===== src/hdl/naa_pkg.sv =====
// Shared types and constants for the node address allocator.
package naa_pkg;

  localparam int ADDR_W = 8;
  localparam int EP_W   = 4;
  localparam int TYPE_W = 8;

  typedef enum logic [1:0] {
    FUNC_ALLOC  = 2'd0,
    FUNC_ACCEPT = 2'd1,
    FUNC_SLEEP  = 2'd2,
    FUNC_WAKE   = 2'd3
  } func_t;

  typedef enum logic [1:0] {
    REPLY_OFFER = 2'd0,
    REPLY_ACK   = 2'd1,
    REPLY_NONE  = 2'd2,
    REPLY_FULL  = 2'd3
  } reply_t;

  typedef enum logic [4:0] {
    ST_CLEAR    = 5'b00001,
    ST_IDLE     = 5'b00010,
    ST_EXEC     = 5'b00100,
    ST_SCAN_RD  = 5'b01000,
    ST_SCAN_CHK = 5'b10000
  } state_t;

  // One table entry: flags plus the recorded endpoint and sensor type.
  typedef struct packed {
    logic              in_use;
    logic              sleeping;
    logic [EP_W-1:0]   endpoint;
    logic [TYPE_W-1:0] sensor;
  } entry_t;

  // Commands from the sequencer to the scan unit.
  typedef struct packed {
    logic load;
    logic advance;
  } scan_ctrl_t;

endpackage


===== src/hdl/naa_ram.sv =====
// Generic single-port-write, registered-read RAM.
module naa_ram #(
  parameter int WIDTH = 8,
  parameter int DEPTH = 256,
  localparam int AW = (DEPTH > 1) ? $clog2(DEPTH) : 1
) (
  input  logic             clk,
  input  logic             wr_en,
  input  logic [AW-1:0]    wr_addr,
  input  logic [WIDTH-1:0] wr_data,
  input  logic [AW-1:0]    rd_addr,
  output logic [WIDTH-1:0] rd_data
);

  logic [WIDTH-1:0] mem [DEPTH];

  always_ff @(posedge clk) begin
    if (wr_en) begin
      mem[wr_addr] <= wr_data;
    end
    rd_data <= mem[rd_addr];
  end

endmodule


===== src/hdl/naa_scan.sv =====
// Scan unit: walks the table index forward with wrap and counts the steps taken.
module naa_scan #(
  parameter int DEPTH = 256,
  localparam int IDX_W = $clog2(DEPTH)
) (
  input  logic                clk,
  input  naa_pkg::scan_ctrl_t ctrl,
  input  logic [IDX_W-1:0]    start_idx,
  output logic [IDX_W-1:0]    cur_idx,
  output logic                last
);

  import naa_pkg::*;

  localparam logic [IDX_W-1:0] LAST_IDX = IDX_W'(DEPTH - 1);

  logic [IDX_W-1:0] cnt;
  logic [IDX_W-1:0] cur_idx_next;
  logic [IDX_W-1:0] start_next;

  always_comb begin
    start_next   = (start_idx == LAST_IDX) ? '0 : start_idx + IDX_W'(1);
    cur_idx_next = (cur_idx == LAST_IDX) ? '0 : cur_idx + IDX_W'(1);
  end

  // Every entry has been looked at once the count reaches the last step.
  assign last = (cnt == LAST_IDX);

  always_ff @(posedge clk) begin
    if (ctrl.load) begin
      cur_idx <= start_next;
      cnt     <= '0;
    end else if (ctrl.advance) begin
      cur_idx <= cur_idx_next;
      cnt     <= cnt + IDX_W'(1);
    end
  end

endmodule


===== src/hdl/node_address_allocator.sv =====
// Node address allocator: top level with sequencer, entry table and result register.
//
// Hands out node addresses from a table of TABLE_DEPTH entries. Each transaction
// carries an operation (allocate, accept, sleep, wake) and gives exactly one result.
// The entry table sits in a RAM with registered read; after reset a clearing pass
// writes every entry once, and the input is stalled until that pass is done.
// Accept, sleep and wake read the entry and write it back.
// Allocate walks the in-use flags with a single shared index/compare unit, starting
// just past the search pointer; each entry looked at is read, then tested, and the
// first free entry is offered. A full table answers "table full" after TABLE_DEPTH
// entries and leaves the search pointer alone. Execution and each entry test wait
// while the result register is stalled.
// The input is stalled while a transaction is at work; a finished result waits in
// the output register while the next transaction is taken in.
module node_address_allocator #(
  parameter int TABLE_DEPTH = 256
) (
  input  logic                        clk,
  input  logic                        rst,
  input  logic                        in_valid,
  output logic                        in_stall,
  input  logic [1:0]                  func,
  input  logic [naa_pkg::ADDR_W-1:0]  src_addr,
  input  logic [naa_pkg::EP_W-1:0]    src_endpoint,
  input  logic [naa_pkg::TYPE_W-1:0]  sensor_type,
  output logic                        out_valid,
  input  logic                        out_stall,
  output logic [1:0]                  reply,
  output logic [naa_pkg::ADDR_W-1:0]  reply_addr
);

  import naa_pkg::*;

  localparam int IDX_W = $clog2(TABLE_DEPTH);
  localparam logic [IDX_W-1:0] LAST_IDX = IDX_W'(TABLE_DEPTH - 1);

  state_t state;
  state_t state_next;

  func_t               func_q;
  logic [ADDR_W-1:0]   addr_q;
  logic [EP_W-1:0]     ep_q;
  logic [TYPE_W-1:0]   type_q;
  logic                addr_ok_q;

  logic [IDX_W-1:0]       search_ptr;
  logic [IDX_W-1:0]       clr_idx;

  reply_t            reply_q;
  reply_t            reply_next;
  logic [ADDR_W-1:0] reply_addr_next;

  scan_ctrl_t       scan_ctrl;
  logic [IDX_W-1:0] cur_idx;
  logic             scan_last;

  logic             ram_we;
  logic [IDX_W-1:0] ram_waddr;
  entry_t           ram_wdata;
  logic [IDX_W-1:0] ram_raddr;
  entry_t           ram_rdata;

  logic             accept_in;
  logic             out_free;
  logic             exec_done;
  logic             hit;
  logic             full;
  logic             load_result;
  logic [IDX_W-1:0] addr_idx;

  assign in_stall  = (state != ST_IDLE);
  assign accept_in = in_valid && !in_stall;
  assign out_free  = !out_valid || !out_stall;
  assign addr_idx  = addr_q[IDX_W-1:0];

  naa_scan #(
    .DEPTH(TABLE_DEPTH)
  ) u_scan (
    .clk       (clk),
    .ctrl      (scan_ctrl),
    .start_idx (search_ptr),
    .cur_idx   (cur_idx),
    .last      (scan_last)
  );

  // Flags, endpoint and sensor type of every entry.
  naa_ram #(
    .WIDTH($bits(entry_t)),
    .DEPTH(TABLE_DEPTH)
  ) u_entry_ram (
    .clk     (clk),
    .wr_en   (ram_we),
    .wr_addr (ram_waddr),
    .wr_data (ram_wdata),
    .rd_addr (ram_raddr),
    .rd_data (ram_rdata)
  );

  always_comb begin
    state_next      = state;
    scan_ctrl       = '0;
    exec_done       = 1'b0;
    hit             = 1'b0;
    full            = 1'b0;
    reply_next      = REPLY_NONE;
    reply_addr_next = '0;
    ram_we          = 1'b0;
    ram_waddr       = cur_idx;
    ram_wdata       = '0;
    ram_raddr       = cur_idx;
    unique case (state)
      ST_CLEAR: begin
        ram_we    = 1'b1;
        ram_waddr = clr_idx;
        if (clr_idx == LAST_IDX) begin
          state_next = ST_IDLE;
        end
      end
      ST_IDLE: begin
        // Read the addressed entry while the transaction is taken in.
        ram_raddr = src_addr[IDX_W-1:0];
        if (accept_in) begin
          if (func_t'(func) == FUNC_ALLOC) begin
            scan_ctrl.load = 1'b1;
            state_next     = ST_SCAN_RD;
          end else begin
            state_next = ST_EXEC;
          end
        end
      end
      ST_EXEC: begin
        ram_raddr = addr_idx;
        ram_waddr = addr_idx;
        ram_wdata = ram_rdata;
        unique case (func_q)
          FUNC_ACCEPT: ram_wdata.in_use   = 1'b1;
          FUNC_SLEEP:  ram_wdata.sleeping = 1'b1;
          default:     ram_wdata.sleeping = 1'b0;
        endcase
        if (out_free) begin
          exec_done  = 1'b1;
          ram_we     = addr_ok_q;
          state_next = ST_IDLE;
          if (addr_ok_q && func_q == FUNC_ACCEPT) begin
            reply_next      = REPLY_ACK;
            reply_addr_next = addr_q;
          end
        end
      end
      ST_SCAN_RD: begin
        state_next = ST_SCAN_CHK;
      end
      ST_SCAN_CHK: begin
        // Hold the scan until the result register is free.
        if (out_free) begin
          if (!ram_rdata.in_use) begin
            hit                = 1'b1;
            ram_we             = 1'b1;
            ram_wdata.endpoint = ep_q;
            ram_wdata.sensor   = type_q;
            reply_next         = REPLY_OFFER;
            reply_addr_next    = ADDR_W'(cur_idx);
            state_next         = ST_IDLE;
          end else if (scan_last) begin
            full       = 1'b1;
            reply_next = REPLY_FULL;
            state_next = ST_IDLE;
          end else begin
            scan_ctrl.advance = 1'b1;
            state_next        = ST_SCAN_RD;
          end
        end
      end
      default: begin
        state_next = ST_IDLE;
      end
    endcase
  end

  assign load_result = exec_done || hit || full;

  always_ff @(posedge clk) begin
    if (rst) begin
      state      <= ST_CLEAR;
      clr_idx    <= '0;
      search_ptr <= '0;
      out_valid  <= 1'b0;
    end else begin
      state <= state_next;
      if (state == ST_CLEAR) begin
        clr_idx <= clr_idx + IDX_W'(1);
      end
      if (load_result) begin
        out_valid <= 1'b1;
      end else if (!out_stall) begin
        out_valid <= 1'b0;
      end
      if (hit) begin
        search_ptr <= cur_idx;
      end
    end
  end

  always_ff @(posedge clk) begin
    if (accept_in) begin
      func_q    <= func_t'(func);
      addr_q    <= src_addr;
      ep_q      <= src_endpoint;
      type_q    <= sensor_type;
      addr_ok_q <= ({1'b0, src_addr} < (ADDR_W + 1)'(TABLE_DEPTH));
    end
    if (load_result) begin
      reply_q    <= reply_next;
      reply_addr <= reply_addr_next;
    end
  end

  assign reply = reply_q;

`ifndef SYNTHESIS
  a_result_held: assert property (@(posedge clk) disable iff (rst)
    out_valid && out_stall |=> out_valid && $stable(reply_q) && $stable(reply_addr))
    else $error("stalled result changed");

  a_addr_in_table: assert property (@(posedge clk) disable iff (rst)
    out_valid && (reply_q == REPLY_OFFER || reply_q == REPLY_ACK)
      |-> ({1'b0, reply_addr} < (ADDR_W + 1)'(TABLE_DEPTH)))
    else $error("reply address beyond the table");

  a_no_addr_without_reply: assert property (@(posedge clk) disable iff (rst)
    out_valid && (reply_q == REPLY_NONE || reply_q == REPLY_FULL) |-> reply_addr == '0)
    else $error("address given without an offer or acknowledge");

  a_ptr_moves_on_offer: assert property (@(posedge clk) disable iff (rst)
    !$stable(search_ptr) |-> out_valid && reply_q == REPLY_OFFER
      && reply_addr == ADDR_W'(search_ptr))
    else $error("search pointer moved without an offer");
`endif

endmodule


===== config.mk =====
export PLATFORM = sky130hd
export DESIGN_NAME = node_address_allocator
export DESIGN_NICKNAME = d
export VERILOG_FILES = /design/src/hdl/naa_pkg.sv /design/src/hdl/naa_ram.sv /design/src/hdl/naa_scan.sv /design/src/hdl/node_address_allocator.sv
export SDC_FILE = /design/constraint.sdc
export NUM_CORES = 1
export LEC_CHECK = 0
export BUFFER_PORTS_ARGS = -buffer_cell sky130_fd_sc_hd__buf_2
export CORE_ASPECT_RATIO = 1.2
export CORE_UTILIZATION = 31
export CTS_CLUSTER_SIZE = 16
export DETAILED_ROUTE_END_ITERATION = 16
export PLACE_DENSITY = 0.5
export SYNTH_ARGS = -nofsm -noshare
export SYNTH_HDL_FRONTEND = slang
export SYNTH_SLANG_ARGS = --single-unit

===== constraint.sdc =====
create_clock -name clk -period 13.8 [get_ports clk]
set_input_delay 2.07 -clock clk [delete_from_list [all_inputs] [get_ports clk]]
set_output_delay 2.07 -clock clk [all_outputs]
set_load 0.005 [all_outputs]

# --- Word-level counts from Yosys, hierarchy flattened ---
# Memories as Yosys holds them, arrays and structs flattened. A register that Yosys moved wholly into a read port is not among the register bits.
# Cells that the tools add are included.
totals:
  regBits: 70
  mem_bits_rw: 3584
  out_inout_bits: 12
  elab_cells: 96
  mem_count: 1
mem_list:
  columns: ["memory", "depth", "width", "read_ports", "rd_clocked_by_memory_dff", "write_ports", "line", "text"]
  rows:
  - ["u_entry_ram.mem", 256, 14, 1, 1, 1, "naa_ram.sv:15", "logic [WIDTH-1:0] mem [DEPTH];"]
op_classes:
  n_addsub: 4
  n_eq_ne: 17
  muxes: 52
  n_reduce_logical: 10
op_table:
  columns: ["op", "n"]
  rows:
  - ["two-way mux 8 bit", 8]
  - ["one-hot mux 8 bit (2 select lines)", 3]
  - ["adder 8 x 1 -> 8 bit, second input constant", 4]
  - ["equality test 8 bit, second input constant", 4]
  - ["two-way mux 5 bit", 5]
  - ["one-hot mux 5 bit (5 select lines)", 1]
  - ["two-way mux 12 bit", 2]
  - ["one-hot mux 12 bit (2 select lines)", 1]
  - ["two-way mux 1 bit", 22]
  - ["two-way mux 2 bit", 5]
  - ["two-way mux 4 bit", 2]
  - ["inequality test 2 bit, second input constant", 4]
  - ["equality test 5 x 1 -> 1 bit, second input constant", 1]
  - ["equality test 5 x 2 -> 1 bit, second input constant", 1]
  - ["equality test 5 x 3 -> 1 bit, second input constant", 1]
  - ["equality test 5 x 4 -> 1 bit, second input constant", 1]
  - ["equality test 5 bit, second input constant", 1]
  - ["inequality test 5 x 2 -> 1 bit, second input constant", 1]
  - ["one-hot mux 2 bit (2 select lines)", 1]
  - ["AND reduction 4 bit", 1]
  - ["zero test 1 bit", 3]
  - ["logical OR 1 bit", 3]
  - ["one-hot mux 1 bit (3 select lines)", 1]
  - ["equality test 2 x 1 -> 1 bit, second input constant", 1]
  - ["6 further kinds", 6]

# --- Logic depth before layout (Yosys ltp) ---
# Gate-level depths: netlist of the first run.
depth:
  ltp_word: 7
  mapped_depth: 13
  depth_no_buf: 10

# --- By module ---
# A second synthesis of the first run with hierarchy kept.
hier_totals:
  cells_unflattened: 6451
  area_unflattened_um2: 142252.7
modules_own_cells:
  columns: ["module", "n_inst", "cells_per_inst", "area_each_um2", "seq_area_each_um2"]
  rows:
  - ["naa_ram", 1, 6142, 138816.9, 107903.5]
  - ["node_address_allocator", 1, 209, 2508.7, 1401.3]
  - ["naa_scan", 1, 100, 927.1, 400.4]

# --- Least setup slack after synthesis of the first run ---
# Ideal clock, no wire load.
synth_path:
  path_kind: "register to register"
  startpoint: "register state[1]"
  endpoint: "memory u_entry_ram.mem[0][13] (netlist name), data pin"
  setup_ns: 0.850
  arrival_time_ns: 4.528
  required_ns: 12.950
  slack_ns: 8.423
  path_stages_with_launch: 5
  path_buffers: 1
  synth_period_minus_slack_ns: 5.377
  path_cell_list: "dfxtp_1 > or3_1 > nor2_1 > clkbuf_1 > o21a_1"
synth_rtl:
  columns: ["element", "line", "text"]
  rows:
  - ["start: declaration", "node_address_allocator.sv:37", "state_t state;"]
  - ["start signal: assignment", "node_address_allocator.sv:189", "state <= state_next;"]
  - ["end: declaration", "naa_ram.sv:15", null]

# --- Worst setup path in the final report of the first run ---
layout_path:
  startpoint: "input port src_addr[2] (netlist name)"
  endpoint: "register u_entry_ram.rd_data[13], read port of u_entry_ram.mem"
layout_between:
  elab_chain_len: 1
layout_lines:
  columns: ["element", "line", "text"]
  rows:
  - ["start: declaration", "node_address_allocator.sv:23", "input logic [naa_pkg::ADDR_W-1:0] src_addr,"]
  - ["one-hot mux 8 bit (2 select lines)", "node_address_allocator.sv:111", "unique case (state)"]
  - ["end: declaration", "naa_ram.sv:12", "output logic [WIDTH-1:0] rd_data"]
# No other way between the ends.
# A chain may end at the register's enable or synchronous reset.

==> results of run 1 <==
logic make-up after synthesis:
family | Yosys count
XOR/XNOR | 24
AO/OA/AOI/OAI | 92
flip-flops | 315
buffers and inverters | 93
AND/OR/NAND/NOR | 777
adder cells (fa/ha/maj) | 4
multiplexers | 34
synth_stat cells (2+ instances only):
cell type / instances
clkbuf_1: 42
inv_1: 4
ha_1: 4
mux2_2: 2
edfxtp_1: 284
and2_1: 8
mux2i_1: 32
a222oi_1: 3
nor3_1: 5
nand2_1: 288
and2b_1: 2
xnor2_1: 8
nor4_1: 2
nor3b_1: 2
o22ai_1: 5
nor2_1: 298
nand4_1: 45
a22oi_1: 2
dfxtp_1: 31
a31oi_1: 9
or2_2: 3
buf_4: 3
xor2_1: 16
nor2b_1: 5
buf_2: 37
nor3b_2: 2
a221o_1: 9
nand2b_1: 2
a32oi_1: 24
and3_1: 4
o21ai_0: 8
or3_1: 5
a221oi_1: 11
buf_1: 7
nand3_1: 103
a21oi_1: 16
worst min path at each step:
stage,endpoint,startpoint,slack (ns)
after floorplan,u_scan.cnt[5]$_SDFFE_PP0P_,u_scan.cnt[5]$_SDFFE_PP0P_,0.46
after global placement,u_scan.cnt[5]$_SDFFE_PP0P_,u_scan.cnt[5]$_SDFFE_PP0P_,0.47
after detailed placement,search_ptr[1]$_SDFFE_PP0P_,search_ptr[1]$_SDFFE_PP0P_,0.49
after CTS,search_ptr[1]$_SDFFE_PP0P_,search_ptr[1]$_SDFFE_PP0P_,0.49
after global routing,search_ptr[1]$_SDFFE_PP0P_,search_ptr[1]$_SDFFE_PP0P_,0.51
final,search_ptr[1]$_SDFFE_PP0P_,search_ptr[1]$_SDFFE_PP0P_,0.49
sequential cells by signal (all words and copies together) (netlist names):
name and cells:
u_scan.cur_idx 8, search_ptr 8, reply_addr 8, u_entry_ram.rd_data 1
out_valid 1, u_entry_ram.mem 256, clr_idx 8, u_scan.cnt 8
state 5, addr_idx 8, reply 2, func_q 2
power by group through the flow:
stage                     clock (mW)  sequential (mW)  combinational [mW]
final                          0.887             1.03              0.0339
after global routing           0.938             1.03              0.0359
after CTS                      0.906             1.03              0.0340
after detailed placement           0             1.05              0.0339
after global placement             0             1.05              0.0334
after floorplan                    0             1.05              0.0187
per-layer routing:
| layer | up-vias | share of wire | track usage |
|---|---|---|---|
| met2 | 271 | 0.49 | 0.2850 |
| met3 | 57 | 0.050 | 0.02345 |
| met1 | 4949 | 0.43 | 0.2126 |
| met5 | - | 0 | 0 |
| met4 | 0 | 0.025 | 0.05097 |
| li1 | 4692 | - | - |
worst max-delay path: stages:
cell      delay, ns
buf_2          0.11
a222oi_1       0.69
and2_1         0.22
buf_4          0.49
a32oi_1        0.20
nand4_1        0.17
nand4_1        0.17
mux2i_1        0.27
mux2i_1        0.11
mux2_2         0.29
metrics by stage:
stage | instance area [sq um] | std cells | power [mW] | setup slack, ns | utilization
after floorplan | 14130 | 1339 | 1.066 | 8.423 | -
after global placement | 14770 | 1896 | 1.082 | 8.918 | 0.3292
after detailed placement | 14770 | 1896 | 1.082 | 8.882 | 0.3292
after CTS | 15850 | 1956 | 1.967 | 9.401 | 0.3531
after global routing | 15850 | 1956 | 2.001 | 9.229 | 0.3531
final | 15850 | 1956 | 1.949 | 9.382 | 0.3531
final cells by class:
type                    instances  area, sq um  area share
clock inverters                14        86.33    0.005447
flip-flops and latches        315         9149      0.5772
multi-input cells             931         4619      0.2915
well taps                     609        762.0     0.04808
repair buffers                 37        227.7     0.01437
clock buffers                  46        989.7     0.06245
inverters                       4        15.01   0.0009473
==> impl_metrics.json, run 1 <==
{
  "synthAdderAreaFrac": 0.003543,
  "crit_path_end_kind": "flip-flop",
  "worst_ep_arrival_time_ns": 4.82,
  "wl_per_cell_microns": 19.43,
  "switching_power_mw": 0.3962,
  "clkPwrFrac": 0.455,
  "critPathKind": "in -> reg",
  "synth_cell_types": 44,
  "core_area_sq_um": 44880,
  "cts_max_level": 2,
  "grt_pass1_vias": 9826,
  "syn_to_final_growth_pct": 12.20,
  "synth_fp_nets": 1369,
  "setup_viol": 0,
  "viasPerCell": 5.097,
  "drc": 0,
  "synth-edff-count": 284,
  "dp_hpwl_mm": 21.66,
  "row_count": 85,
  "worstRegToRegCells": 11,
  "synth_seq_cells": 315,
  "synth_top_family_by_area": "simple AND/OR/NAND/NOR gates",
  "start_util": 0.3147,
  "vias": 9969,
  "drive_above_1_share": 0.07275,
  "r2r-end": "u_entry_ram.rd_data[13]$_DFF_P_",
  "clk_latency_ns": 0.53,
  "cap_viol_max_count": 0,
  "ctsResizeCount": 0,
  "antenna_found_initial": 0,
  "tns_ns": 0,
  "min_period_ns": 4.418,
  "clock_path_buffers": 3,
  "clock_skew_ns": 0.01820,
  "synthSimpleGateAreaFrac": 0.2321,
  "wirelength_mm": 38.01,
  "worstSetupStartpoint": "src_addr[2]",
  "internal_power_mw": 1.553,
  "synth_ff_type": "edfxtp_1",
  "synthCells": 1339,
  "p_seq_frac": 0.527,
  "tritoncts": "yes",
  "vdd_ir_drop_max_mv": 0.07319,
  "yosysWarnings": 0,
  "die_area_sq_um": 46430,
  "synth.top_cell.area_share": 0.6037,
  "avgSynthCellArea_sq_um": 10.55,
  "grt_max_degree": 129,
  "rrSetupSlack_ns": 9.49,
  "postCtsSetupBuffers": 0,
  "crit_fanout": 32,
  "clkSlewWorstSetupHoldPaths_ns": 0.06,
  "finalWeightedCongestion": 0.7763,
  "antenna_left": 0,
  "finalHoldViolCount": 0,
  "async_flop_share": 0,
  "final_nets": 1353,
  "netlist_area_sq_um": 14130,
  "r2r-start": "state[2]$_SDFFE_PP0P_",
  "grt_pass1_wl_mm": 58.39,
  "io_buffer_count": 25,
  "grt.overflow.total": 0,
  "tightestPinTransition_ns": 1.152,
  "grt.total_usage": 0.1651,
  "critPathCapture": "u_entry_ram.rd_data[13]$_DFF_P_",
  "drt_iter0_drc": 852,
  "synth_compound_area_frac": 0.04880,
  "swShare": 0.2033,
  "start_kind": "input pin",
  "final_common_cell": "nor2_1",
  "yosys.area.top_type": "edfxtp_1",
  "holdWs_ns": 0.4946,
  "antenna_cells": 0,
  "grt_setup_unrepaired": "false",
  "synthTopCellsByArea": "edfxtp_1 60%, nor2_1 7.9%, nand2_1 7.7%",
  "holdPathStages": 2,
  "relSlewSlack": 0.2290,
  "design.portCount": 38,
  "hold_class": "reg -> reg",
  "synth.area.mux_share": 0.02427,
  "max_freq_ghz": 0.2263,
  "fill_cells": 4624,
  "fin_crit_sh": 0.3202,
  "slew_violations": 0,
  "status": "complete, no violations",
  "clock_sinks": 315,
  "power_density_nw_per_um2": 123.0,
  "firstDrtPassIters": 6,
  "die_h_microns": 235.8,
  "layout_common_cells": "297 x nor2_1, 288 x nand2_1, 284 x edfxtp_1",
  "cp.required_ns": 14.20,
  "synth_xor_area_frac": 0.01488,
  "p_comb_frac": 0.017,
  "die_w_microns": 196.9,
  "hold_buffers": 0,
  "cts_buffers": 34,
  "ctsRootBufferMaster": "clkbuf_16",
  "ys_seq_area_frac": 0.6477,
  "leakagePower_nw": 5.398
}
No activity file was read; power rests on OpenSTA's default activity.
==> inputs of run 2 (changes only) <==
Settings changed: ABC_AREA from default to 1.
Clock period 13.8 ns to 4.3 ns, I/O delays scaled along.
==> run 2 against run 1 <==
Via count increased by 20%. Power increased to 3.5 times the previous value. First-iteration DRC count increased by 19%. Sequential cell count unchanged. Area after synthesis increased by 11%. Critical path type is now reg -> reg. Critical endpoint unchanged.
==> impl_metrics.json, run 2 <==
{
  "status": "complete, no violations",
  "finalInstanceArea_sq_um": 17580,
  "power_mw": 6.860,
  "grt_setup_unrepaired": "false",
  "largest-register": "u_entry_ram.mem",
  "worst_slack_ns": 1.015,
  "antenna_cells": 0,
  "dp_slack_ns": 0.9982,
  "max_freq_ghz": 0.3045,
  "holdPathStages": 1,
  "cts_max_level": 2,
  "cp_cell_sequence": "nand3_1 -> nand2_1 -> nor2_1 -> nor2_4 -> buf_4 -> nand3_1 -> nand3_1 -> nand3_1 -> nand3_1 -> nand3_1 -> nand3_1 -> nand3_1 -> nand2_1",
  "die_h_microns": 248.6,
  "cp.depth": 13,
  "yosysWarnings": 0,
  "antenna_found_initial": 0,
  "start_kind": "flip-flop",
  "start_util": 0.3136,
  "vias": 11960,
  "met2_usage": 0.2920,
  "crit_slowest_cell": "buf_4",
  "crit_path_end_kind": "flip-flop",
  "worst_ep_arrival_time_ns": 3.77,
  "grtUsageMet1": 0.2316,
  "netlist_area_sq_um": 15710,
  "firstDrtPassIters": 5,
  "cap_viol_max_count": 0,
  "grt_pass1_vias": 11700,
  "cp.required_ns": 4.79,
  "ctsResizeCount": 0,
  "tritoncts": "yes",
  "clk_latency_ns": 0.55,
  "die_area_sq_um": 51590,
  "drt_iter0_drc": 1017,
  "tns_ns": 0,
  "placed_area_sq_um": 16470,
  "yosys.area.top_type": "edfxtp_1",
  "synth.most_common_cell": "nand2_1",
  "finalWeightedCongestion": 0.8124,
  "postLayoutCoreUtil": 0.3509,
  "hold_buffers": 0,
  "async_flop_share": 0,
  "cp_top_family": "simple AND/OR/NAND/NOR gates",
  "clkSlewWorstSetupHoldPaths_ns": 0.06,
  "die_w_microns": 207.5,
  "grt.busiest_layer": "met2",
  "holdWs_ns": 0.2955,
  "synth_cell_types": 46,
  "synthTopCellsByArea": "edfxtp_1 54%, nand2_1 7.5%, nor2_1 7.4%",
  "syn_to_final_growth_pct": 11.91,
  "relSlewSlack": 0.3099,
  "clock_skew_ns": 0.01768,
  "worstRegToRegCells": 13,
  "viasPerCell": 4.914,
  "synthCells": 1767,
  "drive_above_1_share": 0.09503,
  "synth_ff_type": "edfxtp_1",
  "postCtsSetupBuffers": 0,
  "wirelength_mm": 44.97,
  "synth_seq_cells": 315,
  "dp_hpwl_mm": 25.21,
  "io_buffer_count": 25,
  "antenna_left": 0,
  "max_stage_delay_ns": 0.78,
  "hold_class": "in -> reg",
  "place_inst": 2369,
  "grt_pass1_wl_mm": 68.74,
  "drc": 0,
  "clock_path_buffers": 3,
  "grt.overflow.total": 0,
  "slew_violations": 0,
  "use_met3": 0.02374,
  "cts_buffers": 37,
  "clock_sinks": 315,
  "wl_per_cell_microns": 18.48,
  "power_density_nw_per_um2": 390.1,
  "final_nets": 1794,
  "avgSynthCellArea_sq_um": 8.892,
  "multiInputGateArea_sq_um": 5071,
  "critPathBufInv": 1,
  "tightestPinTransition_ns": 1.033,
  "vdd_ir_drop_max_mv": 0.2337,
  "critPathKind": "reg -> reg",
  "grt_max_degree": 96,
  "ys_seq_area_frac": 0.5823,
  "row_count": 90,
  "core_area_sq_um": 50110,
  "min_period_ns": 3.285,
  "final_common_cell": "nand2_1",
  "finalHoldViolCount": 0,
  "leakagePower_nw": 6.805,
  "ctsRootBufferMaster": "clkbuf_16",
  "synth-edff-count": 284,
  "seq_area_sq_um": 9149,
  "fin_crit_sh": 0.7638,
  "grt.total_usage": 0.1752,
  "synth.top_cell.area_share": 0.5428,
  "synthTopCellsByCount": "316 x nand2_1, 309 x nor2_1, 284 x edfxtp_1, 257 x inv_1, 224 x nand3_1",
  "fill_cells": 5087,
  "synth_fp_nets": 1797,
  "largest_reg_flops": 256,
  "layout_common_cells": "316 x nand2_1, 309 x nor2_1, 284 x edfxtp_1",
  "fin_cells": 2433,
  "crit_fanout": 71,
  "design.portCount": 38,
  "setup_viol": 0,
  "cp_common_cell": "nand3_1"
}
## run 2: cells by family after synthesis
family          synth area share
fa+ha+maj               0.003185
compound gates           0.03934
buf+inv                  0.09699
xor+xnor                0.003344
simple gates              0.2749
flops                     0.5823
## run 2: power by group
group / internal [mW] / switching (mW) / total [mW] / leakage (nW)
clock: 1.70 / 1.25 / 2.95 / 0.551
sequential: 3.32 / 0.0135 / 3.33 / 3.45
combinational: 0.128 / 0.449 / 0.577 / 2.81
## run 2: cell type report
class                   count  share of cell area
clock buffers              46             0.05692
multi-input cells        1079              0.2884
repair buffers             57             0.02362
inverters                 274             0.05863
clock inverters            18            0.006333
well taps                 644             0.04582
flip-flops and latches    315              0.5203
## run 2: worst paths after layout
kind                                                  from  slack, ns                         endpoint
worst max-delay path                 state[1]$_SDFFE_PP0P_       1.02  u_entry_ram.rd_data[13]$_DFF_P_
worst min-delay path                           src_addr[7]       0.30            addr_idx[7]$_DFFE_PP_
worst max register to register       state[1]$_SDFFE_PP0P_       1.02  u_entry_ram.rd_data[13]$_DFF_P_
worst min register to register  u_scan.cnt[5]$_SDFFE_PP0P_       0.47       u_scan.cnt[5]$_SDFFE_PP0P_
## run 2: per-layer routing
metal  vias to the layer above  wire length [microns]
met2                       321                  21300
met1                      5778                  19960
met4                         0                   1366
met3                        78                   2341
li1                       5778                      -
met5                         -                      0
